<file path="src/rtl/scdm_pkg.sv">
package scdm_pkg;

    localparam int LINE_LEN  = 20;
    localparam int POS_W     = $clog2(LINE_LEN);
    localparam int REPLY_LEN = 5;
    localparam int IDX_W     = $clog2(REPLY_LEN);

    localparam logic OP_BYTE   = 1'b0;
    localparam logic OP_SAMPLE = 1'b1;

    localparam logic [7:0] DEADBAND_RST = 8'd10;

    localparam logic [7:0] CH_NUL  = 8'h00;
    localparam logic [7:0] CH_LF   = 8'h0A;
    localparam logic [7:0] CH_BANG = 8'h21;
    localparam logic [7:0] CH_QM   = 8'h3F;
    localparam logic [7:0] CH_S    = 8'h73;
    localparam logic [7:0] CH_X    = 8'h78;
    localparam logic [7:0] CH_Y    = 8'h79;

    typedef struct packed {
        logic             capture;
        logic             step;
        logic             load;
        logic [IDX_W-1:0] idx;
    } dp_ctl_t;

    typedef struct packed {
        logic status_req;
    } dp_stat_t;

endpackage

</file>
<file path="src/rtl/serial_command_dual_motor_pwm.sv">
// Serial command decoder for two PWM motor axes. Each request carries either a
// received serial byte or a bare limit switch sample. Lines are parsed as the
// bytes arrive (no line buffer), and "!x?hh" / "!y?hh" set an axis speed of
// 2*hh-255. Every request yields one result with the four compare values;
// a "!s" line yields five, carrying the reply "!s?<hex digit>\n" one byte each.
// The first result passes through the parse step and then the output load in the
// controller sequence; further reply bytes follow one per cycle while m_tready
// is high. A new request is taken once the last result of the previous one is
// loaded into the output register, so the block does not take a new request
// before it is through with the last one. The deadband register resets to 10.
module serial_command_dual_motor_pwm (
    input  logic        clk,
    input  logic        rst_n,
    input  logic        s_tvalid,
    output logic        s_tready,
    input  logic [15:0] s_tdata,   // rx_byte[7:0], limit_switches[11:8], zero[15:12]
    input  logic        s_tuser,   // operation
    output logic        m_tvalid,
    input  logic        m_tready,
    output logic [39:0] m_tdata,   // x_forward_compare[7:0], x_reverse_compare[15:8],
                                   // y_forward_compare[23:16], y_reverse_compare[31:24],
                                   // tx_byte[39:32]
    output logic        m_tuser,   // tx_valid
    output logic        m_tlast,
    input  logic        cfg_valid,
    output logic        cfg_ready,
    input  logic [7:0]  cfg_data
);

    scdm_pkg::dp_ctl_t  dp_ctl;
    scdm_pkg::dp_stat_t dp_stat;

    assign cfg_ready = 1'b1;

    scdm_ctrl u_ctrl (
        .clk      (clk),
        .rst_n    (rst_n),
        .s_tvalid (s_tvalid),
        .s_tready (s_tready),
        .m_tvalid (m_tvalid),
        .m_tready (m_tready),
        .stat     (dp_stat),
        .ctl      (dp_ctl)
    );

    scdm_dp u_dp (
        .clk      (clk),
        .rst_n    (rst_n),
        .ctl      (dp_ctl),
        .stat     (dp_stat),
        .in_op    (s_tuser),
        .in_byte  (s_tdata[7:0]),
        .in_sw    (s_tdata[11:8]),
        .cfg_we   (cfg_valid && cfg_ready),
        .cfg_data (cfg_data),
        .out_data (m_tdata),
        .out_user (m_tuser),
        .out_last (m_tlast)
    );

    a_step_after_capture: assert property (@(posedge clk) disable iff (!rst_n)
        dp_ctl.step |-> $past(s_tvalid && s_tready))
        else $error("parse step without a captured request");

    a_plain_result_last: assert property (@(posedge clk) disable iff (!rst_n)
        (m_tvalid && !m_tuser) |-> (m_tlast && (m_tdata[39:32] == 8'h00)))
        else $error("plain result not single or carries a reply byte");

    a_one_direction: assert property (@(posedge clk) disable iff (!rst_n)
        m_tvalid |-> ((m_tdata[7:0] == 8'h00 || m_tdata[15:8] == 8'h00) &&
                      (m_tdata[23:16] == 8'h00 || m_tdata[31:24] == 8'h00)))
        else $error("axis driven in both directions");

endmodule

</file>
<file path="src/rtl/scdm_ctrl.sv">
module scdm_ctrl (
    input  logic               clk,
    input  logic               rst_n,
    input  logic               s_tvalid,
    output logic               s_tready,
    output logic               m_tvalid,
    input  logic               m_tready,
    input  scdm_pkg::dp_stat_t stat,
    output scdm_pkg::dp_ctl_t  ctl
);

    typedef enum logic [1:0] {
        S_IDLE,
        S_STEP,
        S_LOAD,
        S_SEND
    } state_t;

    state_t                       state_reg;
    logic                         valid_reg;
    logic                         valid_next;
    logic [scdm_pkg::IDX_W-1:0]   idx_reg;
    logic                         out_free;

    assign out_free = !valid_reg || m_tready;
    assign s_tready = (state_reg == S_IDLE);
    assign m_tvalid = valid_reg;

    always_comb
    begin
        ctl.capture = s_tvalid && (state_reg == S_IDLE);
        ctl.step    = (state_reg == S_STEP);
        ctl.load    = ((state_reg == S_LOAD) && out_free) ||
                      ((state_reg == S_SEND) && m_tready);
        ctl.idx     = idx_reg;
        if (ctl.load)
        begin
            valid_next = 1'b1;
        end
        else if (m_tready)
        begin
            valid_next = 1'b0;
        end
        else
        begin
            valid_next = valid_reg;
        end
    end

    always_ff @(posedge clk or negedge rst_n)
    begin
        if (!rst_n)
        begin
            state_reg <= S_IDLE;
            valid_reg <= 1'b0;
            idx_reg   <= '0;
        end
        else
        begin
            valid_reg <= valid_next;
            case (state_reg)
                S_IDLE:
                begin
                    if (s_tvalid)
                    begin
                        state_reg <= S_STEP;
                    end
                end
                S_STEP:
                begin
                    state_reg <= S_LOAD;
                end
                S_LOAD:
                begin
                    if (out_free)
                    begin
                        if (stat.status_req)
                        begin
                            idx_reg   <= idx_reg + 1'b1;
                            state_reg <= S_SEND;
                        end
                        else
                        begin
                            state_reg <= S_IDLE;
                        end
                    end
                end
                S_SEND:
                begin
                    if (m_tready)
                    begin
                        if (idx_reg == scdm_pkg::IDX_W'(scdm_pkg::REPLY_LEN - 1))
                        begin
                            idx_reg   <= '0;
                            state_reg <= S_IDLE;
                        end
                        else
                        begin
                            idx_reg <= idx_reg + 1'b1;
                        end
                    end
                end
                default:
                begin
                    state_reg <= S_IDLE;
                end
            endcase
        end
    end

endmodule

</file>
<file path="src/rtl/scdm_dp.sv">
module scdm_dp (
    input  logic               clk,
    input  logic               rst_n,
    input  scdm_pkg::dp_ctl_t  ctl,
    output scdm_pkg::dp_stat_t stat,
    input  logic               in_op,
    input  logic [7:0]         in_byte,
    input  logic [3:0]         in_sw,
    input  logic               cfg_we,
    input  logic [7:0]         cfg_data,
    output logic [39:0]        out_data,
    output logic               out_user,
    output logic               out_last
);

    // returns {ok, value}
    function automatic logic [4:0] hex_val(input logic [7:0] c);
        logic [4:0] r;
        r = 5'd0;
        if (c inside {[8'h30:8'h39]})
        begin
            r = {1'b1, 4'(c - 8'h30)};
        end
        else if (c inside {[8'h61:8'h66]})
        begin
            r = {1'b1, 4'(c - 8'h57)};
        end
        else if (c inside {[8'h41:8'h46]})
        begin
            r = {1'b1, 4'(c - 8'h37)};
        end
        return r;
    endfunction

    // returns {reverse, forward}
    function automatic logic [15:0] drive(input logic signed [8:0] s, input logic plus_on,
                                          input logic minus_on, input logic [7:0] db);
        logic       neg;
        logic [7:0] mag;
        logic       act;
        neg = s[8];
        mag = neg ? 8'(-s) : s[7:0];
        act = (mag > db) && !(neg ? minus_on : plus_on);
        return {(act && neg) ? ~s[7:0] : 8'h00, (act && !neg) ? mag : 8'h00};
    endfunction

    logic                        op_reg;
    logic [7:0]                  byte_reg;
    logic [3:0]                  sw_reg;
    logic [scdm_pkg::POS_W-1:0]  wp_reg;
    logic                        bang_reg;
    logic [7:0]                  cmd_reg;
    logic                        qm_reg;
    logic                        tok_reg;
    logic                        sec_reg;
    logic                        d1ok_reg;
    logic [3:0]                  d1_reg;
    logic                        d2ok_reg;
    logic [3:0]                  d2_reg;
    logic [7:0]                  hex_reg;
    logic signed [8:0]           x_speed_reg;
    logic signed [8:0]           y_speed_reg;
    logic                        status_reg;
    logic [7:0]                  deadband_reg;
    logic [39:0]                 data_reg;
    logic                        user_reg;
    logic                        last_reg;

    logic                        end_line;
    logic                        axis_ok;
    logic [7:0]                  hex_next;
    logic signed [9:0]           speed_wide;
    logic [4:0]                  hv;
    logic [3:0]                  inv;
    logic [15:0]                 x_drv;
    logic [15:0]                 y_drv;
    logic [7:0]                  tx_byte;

    assign stat.status_req = status_reg;
    assign out_data        = data_reg;
    assign out_user        = user_reg;
    assign out_last        = last_reg;

    always_comb
    begin
        end_line = (byte_reg == scdm_pkg::CH_LF) || (byte_reg == scdm_pkg::CH_NUL) ||
                   (wp_reg >= scdm_pkg::POS_W'(scdm_pkg::LINE_LEN - 1));
        axis_ok  = bang_reg && qm_reg && tok_reg &&
                   ((cmd_reg == scdm_pkg::CH_X) || (cmd_reg == scdm_pkg::CH_Y));
        if (d1ok_reg)
        begin
            hex_next = d2ok_reg ? {d1_reg, d2_reg} : {4'h0, d1_reg};
        end
        else
        begin
            hex_next = hex_reg;
        end
        speed_wide = $signed({1'b0, hex_next, 1'b0}) - 10'sd255;
        hv         = hex_val(byte_reg);
        inv        = ~sw_reg;
        x_drv      = drive(x_speed_reg, inv[0], inv[1], deadband_reg);
        y_drv      = drive(y_speed_reg, inv[2], inv[3], deadband_reg);
        case (ctl.idx)
            3'd0:    tx_byte = scdm_pkg::CH_BANG;
            3'd1:    tx_byte = scdm_pkg::CH_S;
            3'd2:    tx_byte = scdm_pkg::CH_QM;
            3'd3:    tx_byte = (inv <= 4'd9) ? (8'h30 + {4'h0, inv}) : (8'h57 + {4'h0, inv});
            default: tx_byte = scdm_pkg::CH_LF;
        endcase
        if (!status_reg)
        begin
            tx_byte = 8'h00;
        end
    end

    always_ff @(posedge clk or negedge rst_n)
    begin
        if (!rst_n)
        begin
            wp_reg       <= '0;
            bang_reg     <= 1'b0;
            cmd_reg      <= 8'h00;
            qm_reg       <= 1'b0;
            tok_reg      <= 1'b0;
            sec_reg      <= 1'b0;
            d1ok_reg     <= 1'b0;
            d1_reg       <= 4'h0;
            d2ok_reg     <= 1'b0;
            d2_reg       <= 4'h0;
            hex_reg      <= 8'h00;
            x_speed_reg  <= '0;
            y_speed_reg  <= '0;
            status_reg   <= 1'b0;
            deadband_reg <= scdm_pkg::DEADBAND_RST;
        end
        else
        begin
            if (cfg_we)
            begin
                deadband_reg <= cfg_data;
            end
            if (ctl.step)
            begin
                // "!s" alone or "!s?..." both ask for status
                status_reg <= (op_reg == scdm_pkg::OP_BYTE) && end_line && bang_reg &&
                              (cmd_reg == scdm_pkg::CH_S) &&
                              (qm_reg || (wp_reg == scdm_pkg::POS_W'(2)));
                if (op_reg == scdm_pkg::OP_BYTE)
                begin
                    if (end_line)
                    begin
                        if (axis_ok)
                        begin
                            hex_reg <= hex_next;
                            if (cmd_reg == scdm_pkg::CH_X)
                            begin
                                x_speed_reg <= speed_wide[8:0];
                            end
                            else
                            begin
                                y_speed_reg <= speed_wide[8:0];
                            end
                        end
                        wp_reg   <= '0;
                        bang_reg <= 1'b0;
                        cmd_reg  <= 8'h00;
                        qm_reg   <= 1'b0;
                        tok_reg  <= 1'b0;
                        sec_reg  <= 1'b0;
                        d1ok_reg <= 1'b0;
                        d2ok_reg <= 1'b0;
                    end
                    else
                    begin
                        wp_reg <= wp_reg + 1'b1;
                        if (wp_reg == scdm_pkg::POS_W'(0))
                        begin
                            bang_reg <= (byte_reg == scdm_pkg::CH_BANG);
                        end
                        else if (wp_reg == scdm_pkg::POS_W'(1))
                        begin
                            cmd_reg <= byte_reg;
                        end
                        else if (wp_reg == scdm_pkg::POS_W'(2))
                        begin
                            qm_reg <= (byte_reg == scdm_pkg::CH_QM);
                        end
                        else if (!tok_reg)
                        begin
                            if (byte_reg != scdm_pkg::CH_QM)
                            begin
                                tok_reg  <= 1'b1;
                                sec_reg  <= 1'b1;
                                d1ok_reg <= hv[4];
                                d1_reg   <= hv[3:0];
                            end
                        end
                        else if (sec_reg)
                        begin
                            sec_reg  <= 1'b0;
                            d2ok_reg <= hv[4];
                            d2_reg   <= hv[3:0];
                        end
                    end
                end
            end
        end
    end

    always_ff @(posedge clk)
    begin
        if (ctl.capture)
        begin
            op_reg   <= in_op;
            byte_reg <= in_byte;
            sw_reg   <= in_sw;
        end
        if (ctl.load)
        begin
            data_reg <= {tx_byte, y_drv[15:8], y_drv[7:0], x_drv[15:8], x_drv[7:0]};
            user_reg <= status_reg;
            last_reg <= !status_reg ||
                        (ctl.idx == scdm_pkg::IDX_W'(scdm_pkg::REPLY_LEN - 1));
        end
    end

endmodule
</file>
<file path="config.mk">
export PLATFORM = sky130hd
export DESIGN_NAME = serial_command_dual_motor_pwm
export DESIGN_NICKNAME = d
export VERILOG_FILES = /design/src/rtl/scdm_pkg.sv /design/src/rtl/serial_command_dual_motor_pwm.sv /design/src/rtl/scdm_ctrl.sv /design/src/rtl/scdm_dp.sv
export SDC_FILE = /design/constraint.sdc
export NUM_CORES = 1
export LEC_CHECK = 0
export BUFFER_PORTS_ARGS = -buffer_cell sky130_fd_sc_hd__buf_2
export CAP_MARGIN = 40
export CORE_MARGIN = 5
export CORE_UTILIZATION = 45
export CTS_BUF_LIST = sky130_fd_sc_hd__clkbuf_8
export DETAILED_ROUTE_END_ITERATION = 12
export GPL_TIMING_DRIVEN = 1
export PLACE_DENSITY = 0.67
export SYNTH_ARGS = -nofsm -noshare
export SYNTH_HDL_FRONTEND = slang
export SYNTH_HIERARCHICAL = 1
export SYNTH_SLANG_ARGS = --single-unit
</file>
<file path="constraint.sdc">
create_clock -name clk -period 4.38 [get_ports clk]
set_clock_uncertainty 0.05 [all_clocks]
set_input_delay 0.438 -clock clk [delete_from_list [all_inputs] [get_ports clk]]
set_output_delay 0.438 -clock clk [all_outputs]
set_load 0.02 [all_outputs]
</file>
### Word-level counts from Yosys, hierarchy flattened

Index checks and enable logic that the tools add are counted.

* logic and storage cells: 201
* input bits: 30
* output and inout port bits: 45
* register bits: 123

* muxes and demuxes: 58
* eq/ne operators: 25
* bitwise operators: 10
* add/subtract/negate cells: 10
* order comparisons: 10
* reductions and logical operators: 60

Operators by type and width (count)
* 8-bit 2-to-1 mux: 8
* 1-bit 2-to-1 mux: 34
* 8-bit case mux with 4 select lines: 1
* 8-bit by 7-bit equality test with 1-bit output, second input constant: 3
* 5-bit 2-to-1 mux: 4
* 5-bit AND reduction: 4
* 1-bit logical AND: 19
* 8-bit by 6-bit equality test with 1-bit output, second input constant: 2
* 8-bit by 7-bit >= comparator with 1-bit output, second input constant: 2
* 8-bit greater-than comparator: 2
* 8-bit by 7-bit <= comparator with 1-bit output, second input constant: 2
* 8-bit negation: 2
* 8-bit inverter: 2
* 4-bit AND reduction: 4
* 8-bit AND reduction: 2
* 2-bit nonzero test: 8
* 7-bit AND reduction: 2
* 3-bit 2-to-1 mux: 4
* 2-bit 2-to-1 mux: 5
* 2-bit by 1-bit inequality test with 1-bit output, second input constant: 5
* 9-bit by 8-bit subtractor with 9-bit output, second input constant: 1
* 7-bit by 4-bit adder with 8-bit output, first input constant: 1
* 8-bit by 4-bit equality test with 1-bit output, second input constant: 1
* 8-bit by 6-bit >= comparator with 1-bit output, second input constant: 1
* other kinds (31): 54

### Depth between registers and ports, before layout

* depth in word-level cells: 11
* mapped depth: 11
* depth with buffers taken out: 10

### Modules after synthesis

The synthesis kept the hierarchy.

Modules (own cells, without submodules)
* scdm_dp: cells each 503, area each 5854.4 µm², seq. area each 3175.5 µm², instances 1
* scdm_ctrl: cells each 38, area each 360.3 µm², seq. area each 150.1 µm², instances 1
* serial_command_dual_motor_pwm: cells each 2, area each 11.3 µm², seq. area each 0.0 µm², instances 1

### Worst setup path before layout

OpenSTA, ideal clock, no wires.

* path kind: register -> register
* from: reg u_dp.y_speed_reg[1]
* to: reg u_dp.data_reg[29], in the netlist u_dp/out_data[29] (data pin)
* buffers on the path: 1
* clock period less this slack: 3008 ps
* data arrival time: 2689 ps
* stages on the path, launching flop included: 10
* setup slack: 1372 ps
* required time: 4060 ps
* setup time: 270 ps
* cells stage by stage: dfrtp_1 or3_1 nand2_1 xnor2_1 ha_1 and3_1 a221o_1 a221oi_1 clkbuf_1 nor4_1

* cells in the longest elaborated chain, start to end: 5

Ends and longest elaborated chain
* from (decl): RTL line scdm_dp.sv:62 `logic signed [8:0] y_speed_reg;`
* from (signal assigned): RTL line scdm_dp.sv:161 `y_speed_reg <= speed_wide[8:0];`
* 8-bit negation: RTL line scdm_dp.sv:42 `mag = neg ? 8'(-s) : s[7:0];`
* 8-bit 2-to-1 mux *: RTL line scdm_dp.sv:42
* 8-bit greater-than comparator *: RTL line scdm_dp.sv:43 `act = (mag > db) && !(neg ? minus_on : plus_on);`
* 1-bit logical AND *: RTL line scdm_dp.sv:43
* 1-bit logical AND *: RTL line scdm_dp.sv:44 `return {(act && neg) ? ~s[7:0] : 8'h00, (act && !neg) ? mag : 8'h00};`
* to (signal assigned): RTL line scdm_dp.sv:220 `data_reg <= {tx_byte, y_drv[15:8], y_drv[7:0], x_drv[15:8], x_drv[7:0]};`
* to (decl): RTL line scdm_dp.sv:65 `logic [39:0] data_reg;`

Every way passes the cells marked *; elsewhere a longest branch is shown, timed or not.
A chain may end at the register's enable or synchronous reset.

### Final worst setup path

* from: reg u_dp.x_speed_reg[0]
* to: reg u_dp.data_reg[10], in the netlist u_dp/out_data[10] (data pin)

* cells in the longest elaborated chain, start to end: 5

Ends and longest elaborated chain
* from (decl): RTL line scdm_dp.sv:61 `logic signed [8:0] x_speed_reg;`
* from (signal assigned): RTL line scdm_dp.sv:157 `x_speed_reg <= speed_wide[8:0];`
* 8-bit negation: RTL line scdm_dp.sv:42
* 8-bit 2-to-1 mux *: RTL line scdm_dp.sv:42
* 8-bit greater-than comparator *: RTL line scdm_dp.sv:43
* 1-bit logical AND *: RTL line scdm_dp.sv:43
* 1-bit logical AND *: RTL line scdm_dp.sv:44

Marked as above.

==> results.yml <==
outcome:
  status: "finished clean"
timing:
  tightest_slew_ns: 0.710
  fin_crit_ns: 2.87
  finalHoldViolations: 0
  holdWs_ns: 0.0209
  max_freq_mhz: 349
  setup_viol: 0
  finalCritPeriodShare_pct: 65.4
  relSlewSlack_pct: 52.2
  fin_tns_setup_ns: 0
  slew_viol_final: 0
  rsz0062_at_grt: "no"
critical_path:
  cp_cell_sequence: "inv_1 -> ha_1 -> nand2b_1 -> xnor2_1 -> ha_1 -> a21o_1 -> a221o_1 -> a221oi_1 -> buf_4 -> nor4_1"
  worst_r2r_path_depth: 10
  r2r-start: "u_dp/x_speed_reg[0]"
  critPathMaxStageDelay_ns: 0.47
  critPathMaxFanout: 16
  path_common_cell: "ha_1"
  reg2reg_to: "u_dp/out_data[10]"
  critPathArrivalTime_ns: 3.01
  path_buf_inv: 2
  critPathTopFamily: "compound AO/OA/AOI/OAI gates"
  rrSetupSlack_ns: 1.51
  critical_path_required_ns: 4.52
  crit_type: "flip-flop to flip-flop"
  crit_path_top_delay_cell: "dfrtp_1"
  startpoint_type: "flip-flop"
  cp-end-kind: "flip-flop"
final_layout:
  final_cell_mix: "68 x buf_2, 66 x dfrtp_1, 54 x edfxtp_1"
  largest_register_ffs: 39
  drive_gt1_share_pct: 22.4
  diodes: 0
  area_growth_pct: 14.1
  fin_area_um2: 7110
  layout_commonest_cell: "buf_2"
  nets: 673
drt:
  dr.pass1.iters: 4
  vias: 4370
  routed_wl_um: 12500
  drt_iter0_drc: 244
  routedWlPerCell_um: 15.6
  via_per_inst: 5.43
  drc: 0
  ant_nets: 0
synth:
  yosysSeqAreaShare_pct: 53.4
  async_flop_share_pct: 55.7
  synth.distinct_cells: 68
  synthTopCellsByArea: "dfrtp_1 27%, edfxtp_1 26%, ha_1 6.2%"
  yosys.area.top_type_share_pct: 26.5
  avgSynthCellArea_um2: 11.5
  syn-num-nets: 604
  ys_warn_count: 6
  synth_edf_count: 54
  postSynthCellCount: 543
  yosysTopAreaCell: "dfrtp_1"
  ys_ff_latch: 122
  synthFlopType: "dfrtp_1"
  syn-cell-area_um2: 6230
floorplan:
  dieArea_um2: 16300
  die_h_um: 128
  initial_core_util_pct: 45.4
  rows: 43
  die_x_um: 128
  core_area_um2: 13700
  io_pins: 75
place:
  placed_area_um2: 6750
  dp_hpwl_um: 9120
  place.gp.congestion: 0.838
  numPortBuffers: 68
clocking:
  tritoncts: "yes"
  cts.sinks: 122
  clkSlewWorstSetupHoldPaths_ns: 0.07
  ctsHoldBuffers: 0
  clk_path_buf_depth: 2
  cts_buffers: 17
  cts-root-buf: "clkbuf_8"
  postCtsResizedCells: 0
  ctsHtreeMaxLevel: 4
  cts_setup_buffers: 0
  clk_latency_ns: 0.45
power_and_ir_drop:
  p_leak_uw: 0.00312
  clockPowerShare_pct: 25.0
  ir_drop_uv: 346
  p_total_uw: 3600
  power_density_nw_per_um2: 506
  p_sw_uw: 1260
  combPwrFrac_pct: 28.1
  p_int_uw: 2330
  pwr-share-seq_pct: 46.9
  p_sw_share_pct: 35.1
flow_run:
  cap_violations: 0
grt:
  grt_start_max_net_pins: 69
  grt_pass1_vias: 4308
  overflow: 0
  antenna_found_initial: 0
  track_usage_pct: 16.0
  grt_pass1_wl_um: 20600
hold_path:
  hold_class: "input port to async pin"
power by group through the flow:
| stage | logic [uW] | registers (uW) | clock network (uW) |
|---|---|---|---|
| global placement | 968 | 1700 | 0 |
| floorplan | 619 | 1770 | 0 |
| detailed placement | 1020 | 1710 | 0 |
| CTS | 1020 | 1690 | 928 |
| finish | 1010 | 1690 | 900 |
| global route | 1120 | 1720 | 977 |
area by class of cell:
cell class	count	area (um^2)
clock buffers	17	234
multi-input cells	362	2650
flip-flops and latches	122	3330
fillers	1238	6610
inverters	34	128
well taps	180	225
clock inverters	15	119
repair buffers	75	425
Yosys cell counts, types with 13 or more instances:
master and number:
nor4_1 16, o21ai_0 33, xnor2_1 13, ha_1 31, nand3_1 28, mux2_2 21, inv_1 34, nor2_1 34
dfrtp_1 66, nand2_1 33, clkbuf_1 13, edfxtp_1 54
worst max-delay path by stage:
stage,start,endpoint,slack (ns),cells after the start
floorplan,u_dp/y_speed_reg[1],u_dp/out_data[29],1.37,9
global placement,u_ctrl/state_reg[0],u_dp/y_speed_reg[4],1.60,5
detailed placement,u_ctrl/state_reg[0],u_dp/y_speed_reg[5],1.55,5
CTS,u_ctrl/state_reg[0],u_dp/y_speed_reg[5],1.54,5
global route,u_ctrl/state_reg[0],u_dp/y_speed_reg[7],1.39,5
finish,u_dp/x_speed_reg[0],u_dp/out_data[10],1.51,10
worst min-delay path, delay by kind of cell:
| family | cells | cell delay [ns] |
|---|---|---|
| buffers and inverters | 3 | 0.49 |
per-layer routing:
layer / wire, um / vias to the layer above / share of wire (%) / track usage, %
li1: - / 2128 / - / -
met1: 5310 / 2108 / 42 / 19.1
met2: 6230 / 105 / 50 / 26.7
met3: 696 / 29 / 5.6 / 4.97
met4: 282 / 0 / 2.3 / 7.30
met5: 0 / - / 0 / 0
metrics by stage:
| stage | cells | worst slack (ns) | util (%) |
|---|---|---|---|
| after floorplan | 543 | 1.37 | - |
| after global placement | 771 | 1.60 | 48.9 |
| after detailed placement | 773 | 1.55 | 49.2 |
| after CTS | 805 | 1.54 | 51.8 |
| after global routing | 805 | 1.39 | 51.8 |
| final | 805 | 1.51 | 51.8 |
cells by family (layout without fill, tap and decap cells):
family                   count (synthesis)  after routing  synth area share, %
AO/OA/AOI/OAI                           96             96                 10.6
XOR/XNOR                                13             13                 1.83
adder cells (fa/ha/maj)                 31             31                 6.23
buffers and inverters                   59            141                 4.16
flip-flops                             122            122                 53.4
multiplexers                            47             47                 8.76
other                                    2              2                0.121
AND/OR/NAND/NOR                        173            173                 14.9
Note: power is estimated with default switching activity, not from simulation.
